===== config.mk =====
export PLATFORM = sky130hd
export DESIGN_NAME = plu_ctrl
export DESIGN_NICKNAME = d
export VERILOG_FILES = /design/src/rtl/plu_pkg.sv /design/src/rtl/plu_ctrl.sv
export SDC_FILE = /design/constraint.sdc
export NUM_CORES = 1
export LEC_CHECK = 0
export CAP_MARGIN = 20
export CELL_PAD_IN_SITES_DETAIL_PLACEMENT = 1
export CELL_PAD_IN_SITES_GLOBAL_PLACEMENT = 1
export CORE_AREA = 2 2 39 41
export DETAILED_ROUTE_END_ITERATION = 8
export DIE_AREA = 0 0 41 43
export DONT_BUFFER_PORTS = 1
export PLACE_DENSITY_LB_ADDON = 0.1
export REMOVE_ABC_BUFFERS = 1
export SYNTH_ARGS = -nofsm -noshare
export SYNTH_HDL_FRONTEND = slang
export SYNTH_SLANG_ARGS = --single-unit
export TNS_END_PERCENT = 1

===== constraint.sdc =====
create_clock -name i_clk -period 3.4 [get_ports i_clk]
set_input_delay 0.68 -clock i_clk [delete_from_list [all_inputs] [get_ports i_clk]]
set_output_delay 0.68 -clock i_clk [all_outputs]
set_load 0.01 [all_outputs]

===== src/rtl/plu_pkg.sv =====
// ----------------------------------------------------------------------------
// plu_pkg
// Shared sizes, constants and controller/datapath interface types for the
// prefix lease utilisation counter.
// ----------------------------------------------------------------------------
package plu_pkg;

    localparam int SEEN_DEPTH   = 1024;
    localparam int PREFIX_SLOTS = 4;
    localparam int NUM_REGS     = 4;

    localparam int ADDR_W   = 32;
    localparam int LEN_W    = 6;
    localparam int SLOT_W   = ADDR_W + LEN_W;
    localparam int COUNT_W  = 31;
    localparam int CFG_IDX_W = 3;
    localparam int MASK_W   = 4;

    // seen store addressing
    localparam int SEEN_AW  = (SEEN_DEPTH > 1) ? $clog2(SEEN_DEPTH) : 1;
    localparam int SEEN_CW  = $clog2(SEEN_DEPTH + 1);

    localparam logic [COUNT_W-1:0] COUNT_MAX   = 31'd2147483646;
    localparam logic [SEEN_CW-1:0] SEEN_FULL   = SEEN_CW'(SEEN_DEPTH);
    localparam logic [ADDR_W-1:0]  ALL_ONES    = 32'hFFFFFFFF;
    localparam logic [LEN_W-1:0]   LEN_FULL    = 6'd32;
    localparam logic [LEN_W-1:0]   LEN_MAX_HOST = 6'd30;

    // controller -> datapath
    typedef struct packed {
        logic start;     // latch a new address, restart the search
        logic search;    // walk the seen store
        logic update;    // count, store the address
        logic load_out;  // evaluate crossings, load the result register
    } t_dp_cmd;

    // datapath -> controller
    typedef struct packed {
        logic srch_done;
        logic out_free;
    } t_dp_stat;

endpackage


===== src/rtl/plu_ctrl.sv =====
// ----------------------------------------------------------------------------
// plu_ctrl
// Sequencer: accept, search the seen store, update counts, load the result.
// ----------------------------------------------------------------------------
module plu_ctrl (
    input  logic               i_clk,
    input  logic               i_rst_n,
    input  logic               i_in_valid,
    output logic               o_in_stall,
    input  plu_pkg::t_dp_stat  i_stat,
    output plu_pkg::t_dp_cmd   o_cmd
);

    typedef enum logic [3:0] {
        S_IDLE   = 4'b0001,
        S_SEARCH = 4'b0010,
        S_UPDATE = 4'b0100,
        S_CROSS  = 4'b1000
    } t_state;

    t_state r_state, n_state;

    always_comb begin
        n_state = r_state;
        o_cmd   = '0;
        unique case (r_state)
            S_IDLE: begin
                if (i_in_valid) begin
                    o_cmd.start = 1'b1;
                    n_state     = S_SEARCH;
                end
            end
            S_SEARCH: begin
                o_cmd.search = 1'b1;
                if (i_stat.srch_done) begin
                    n_state = S_UPDATE;
                end
            end
            S_UPDATE: begin
                o_cmd.update = 1'b1;
                n_state      = S_CROSS;
            end
            S_CROSS: begin
                // hold here until the result register can take the transaction
                if (i_stat.out_free) begin
                    o_cmd.load_out = 1'b1;
                    n_state        = S_IDLE;
                end
            end
            default: n_state = S_IDLE;
        endcase
    end

    assign o_in_stall = (r_state != S_IDLE);

    always_ff @(posedge i_clk) begin
        if (!i_rst_n) begin
            r_state <= S_IDLE;
        end else begin
            r_state <= n_state;
        end
    end

endmodule


# Word-level counts from Yosys, hierarchy flattened

Cells that the tools add are included.

Register bits after elaboration: 4
Latch bits: 0
Memory bits (writable): 0
ROM bits: 0
Input bits: 5
Output and inout port bits: 5
Logic and storage cells: 20
Memories: 0

Add/sub/neg operators: 0
$mul: 0
Div/mod/pow operators: 0
Magnitude comparators: 0
Eq/ne operators: 8
Shift-type cells: 0
Muxes and demuxes: 10
Bitwise operators: 0
Reduce and logical (&&, ||, !) cells: 1

Operators with widths:

| kind                                                 | count |
|---|---|
| case mux 4 bit (4 select lines)                      | 1 |
| two-way mux 4 bit                                    | 3 |
| two-way mux 1 bit                                    | 6 |
| != test 2 bit (second input constant)                | 3 |
| equality test 4 x 1 -> 1 bit (second input constant) | 1 |
| equality test 4 x 2 -> 1 bit (second input constant) | 1 |
| equality test 4 x 3 -> 1 bit (second input constant) | 1 |
| equality test 4 bit (second input constant)          | 1 |
| != test 4 x 1 -> 1 bit (second input constant)       | 1 |
| AND reduction 3 bit                                  | 1 |

# Longest topological paths before layout

Word-level depth: 3
Depth in mapped cells: 4
Depth with buffers taken out: 4

# Worst setup path before layout

OpenSTA, ideal clock, no wires.

Path type: input to output
From: input port i_stat[0] (netlist name)
To: output port o_cmd[0] (netlist name)
Arrival: 1095 ps
Data required time: 2720 ps
Slack: 1625 ps
Stages: 1
Path buffers: 0
Cells stage by stage: nor4b_1

Cells in the longest elaborated chain, start to end: 2

RTL lines:

| element           | RTL line       | text |
|---|---|---|
| start, declared   | plu_ctrl.sv:10 | `input plu_pkg::t_dp_stat i_stat,` |
| two-way mux 1 bit | plu_ctrl.sv:45 | `if (i_stat.out_free) begin` |
| two-way mux 1 bit | plu_ctrl.sv:26 | `unique case (r_state)` |
| end, declared     | plu_ctrl.sv:11 | `output plu_pkg::t_dp_cmd o_cmd` |

Every way passes these cells.

==> results.py <==
metrics = {
    "place": {
        "pre_cts_slack_ps": 1570,
        "dp_hpwl_um": 494,
        "gp_congestion": 0.611,
        "placed_cells": 42,
        "numPortBuffers": 0,
        "post_dp_cell_area_um2": 254,
    },
    "clock_network": {
        "cts_resized": 0,
        "cts.sink_count": 4,
        "cts_htree_levels": 1,
        "numCtsBuffers": 3,
        "clkTransAtPathRegs_ps": 40,
        "cts_tree": "done",
        "cts_setup_buffers": 0,
        "root_buffer": "clkbuf_4",
        "insertion_delay_ps": 230,
        "cts_hold_buf": 0,
        "clock_tree.buffer_depth": 2,
    },
    "outcome": {
        "status": "completed",
    },
    "yosys": {
        "synth_top_family_by_area": "simple AND/OR/NAND/NOR gates",
        "ys_seq_area_share_pct": 34.2,
        "ys_ff_latch": 4,
        "synth-xor-area-share_pct": 0,
        "yosys_warnings": 0,
        "yosysUniqueCellTypes": 16,
        "syn_inst": 26,
        "synthesis.area_um2": 234,
        "synthSimpleGateAreaFrac_pct": 47.1,
        "synth_fa_ha_area_share_pct": 0,
        "synth_compound_area_share_pct": 15.5,
        "synth.area.mux_share_pct": 0,
        "synth.avg_cell_area_um2": 9.00,
    },
    "route": {
        "firstDrtPassIters": 2,
        "final_antenna_net_count": 0,
        "dr.first_iter.drc_count": 5,
        "via_per_inst": 4.69,
        "via_count": 211,
        "wl_per_cell_um": 13.6,
        "drc": 0,
        "routed_wirelength_um": 611,
    },
    "die": {
        "rows": 14,
        "pin_count": 10,
        "coreArea_mm2": 0.00138,
        "initial_core_util_pct": 16.9,
        "dieArea_mm2": 0.00176,
        "die_y_um": 43,
        "die_x_um": 41,
    },
    "min_path": {
        "hold_start": "i_rst_n",
        "min_path_type": "in2reg",
        "min_path_cells": 2,
        "hold-path-endpoint": "r_state[1]",
    },
    "timing": {
        "worst_pin_slew_ps": 590,
        "slew-limit-headroom_pct": 60.1,
        "fin_worst_skew_ps": 3.49,
        "setup_violations": 0,
        "worst_slack_ps": 1330,
        "hold_viol_final": 0,
        "fin_crit_sh_pct": 60.8,
        "setup_tns_ps": 0,
        "min_period_ps": 2070,
        "grt_setup_unrepaired": "false",
        "slew_viol_final": 0,
        "fmax_mhz": 484,
    },
    "critical_path": {
        "r2r_start": "r_state[1]",
        "r2r_slack_ps": 2030,
        "rr_worst_depth": 3,
        "crit_fanout": 7,
        "r2r_end": "r_state[0]",
        "cp.arrival_ps": 1390,
        "crit_required_ps": 2720,
        "end_kind": "output port",
        "cp-start-kind": "flop",
        "startpoint": "r_state[3]",
        "crit_type": "reg2out",
    },
    "finish": {
        "largest_reg_flops": 4,
        "utilization_pct": 20.0,
        "multi_input_area_um2": 146,
        "diodes": 0,
        "final_nets": 36,
        "top_regs": "r_state x4",
        "area_growth_pct": 18.2,
        "area.sequential_um2": 80.1,
        "top_register": "r_state",
        "n_fill_cell": 167,
        "drive_above_1_share_pct": 24.1,
        "design_area_um2": 277,
        "layout.cells.non_filler": 45,
    },
    "run": {
        "cap_violations": 0,
    },
    "global_route": {
        "grt_pass1_wl_um": 979,
        "track_usage_pct": 8.94,
        "gr-total-overflow": 0,
        "grt_max_degree": 9,
        "antenna_found_initial": 0,
        "grt_pass1_vias": 223,
    },
    "power_and_ir_drop": {
        "p_leak_nw": 0.105,
        "ir_drop_mv": 0.184,
        "cellPowerDensity_mw_per_mm2": 474,
    },
}
[area by class of cell]
type / instances / share of cell area [%]
inverter: 2 / 2.71
multi-input combinational: 20 / 52.9
tap: 16 / 7.24
sequential: 4 / 29.0
clock buffer: 3 / 8.14
[cells in the mapped netlist]
master	instances	area [µm²]
inv_2	1	3.75
nand2_1	1	3.75
o41ai_1	1	8.76
nor3b_1	2	15.0
o21ai_0	2	10.0
a21o_1	1	7.51
dfxtp_1	4	80.1
and3_1	2	12.5
nor2_1	2	7.51
nor3_1	1	5.00
nand2b_1	2	12.5
o21ai_1	1	5.00
nor4b_1	1	8.76
nor4b_2	3	45.0
inv_1	1	3.75
a21oi_1	1	5.00
[per-layer routing]
metal  wire length [µm]  part of all wire, %  global-route usage (%)  vias to the layer above
met3                 83                   14                    8.90                        0
met4                  0                    0                    2.00                        0
met5                  0                    0                       0                        -
met1                269                   44                    10.3                       94
met2                258                   42                    11.6                       12
li1                   -                    -                       -                      105
[how the worst max path moves through the flow]
| stage | endpoint | slack, ps | depth (start not counted) |
|---|---|---|---|
| after global routing | o_cmd[0] | 1240 | 2 |
| after detailed placement | o_cmd[0] | 1570 | 1 |
| after floorplan | o_cmd[0] | 1620 | 1 |
| after CTS | o_cmd[0] | 1320 | 2 |
| final | o_cmd[0] | 1330 | 2 |
| after global placement | o_cmd[0] | 1570 | 1 |
[per-stage QoR]
step	hold WS, ps	total power [W]
2_1_floorplan	595	0.0000700
3_3_place_gp	644	0.0000737
3_5_place_dp	664	0.0000743
4_1_cts	598	0.000134
5_1_grt	602	0.000141
6_report	606	0.000131
[cell families (layout without fill, tap and decap cells)]
family / after synthesis / after routing
compound gates: 6 / 6
buf+inv: 2 / 5
flops: 4 / 4
simple gates: 14 / 14
[report_power, final]
part	total [W]	internal (W)	switching, W
sequential	0.0000561	0.0000500	0.00000605
clock	0.0000576	0.0000394	0.0000182
combinational	0.0000173	0.00000740	0.00000993
total	0.000131	0.0000968	0.0000342
[critical path, cell delays in order (launching register included)]
cell      delay, ps
dfxtp_1         470
nand2b_1        130
nor4b_1         550
[cell usage in the layout, fill, tap and decap left out, drive strengths merged]
cell type  instances
o21ai              3
nor3b              2
nor3               1
a21o               1
nand2              1
o41ai              1
and3               2
clkbuf             3
nor2               2
a21oi              1
inv                2
nor4b              4
nand2b             2
dfxtp              4
No activity file was read; power rests on OpenSTA's default activity.
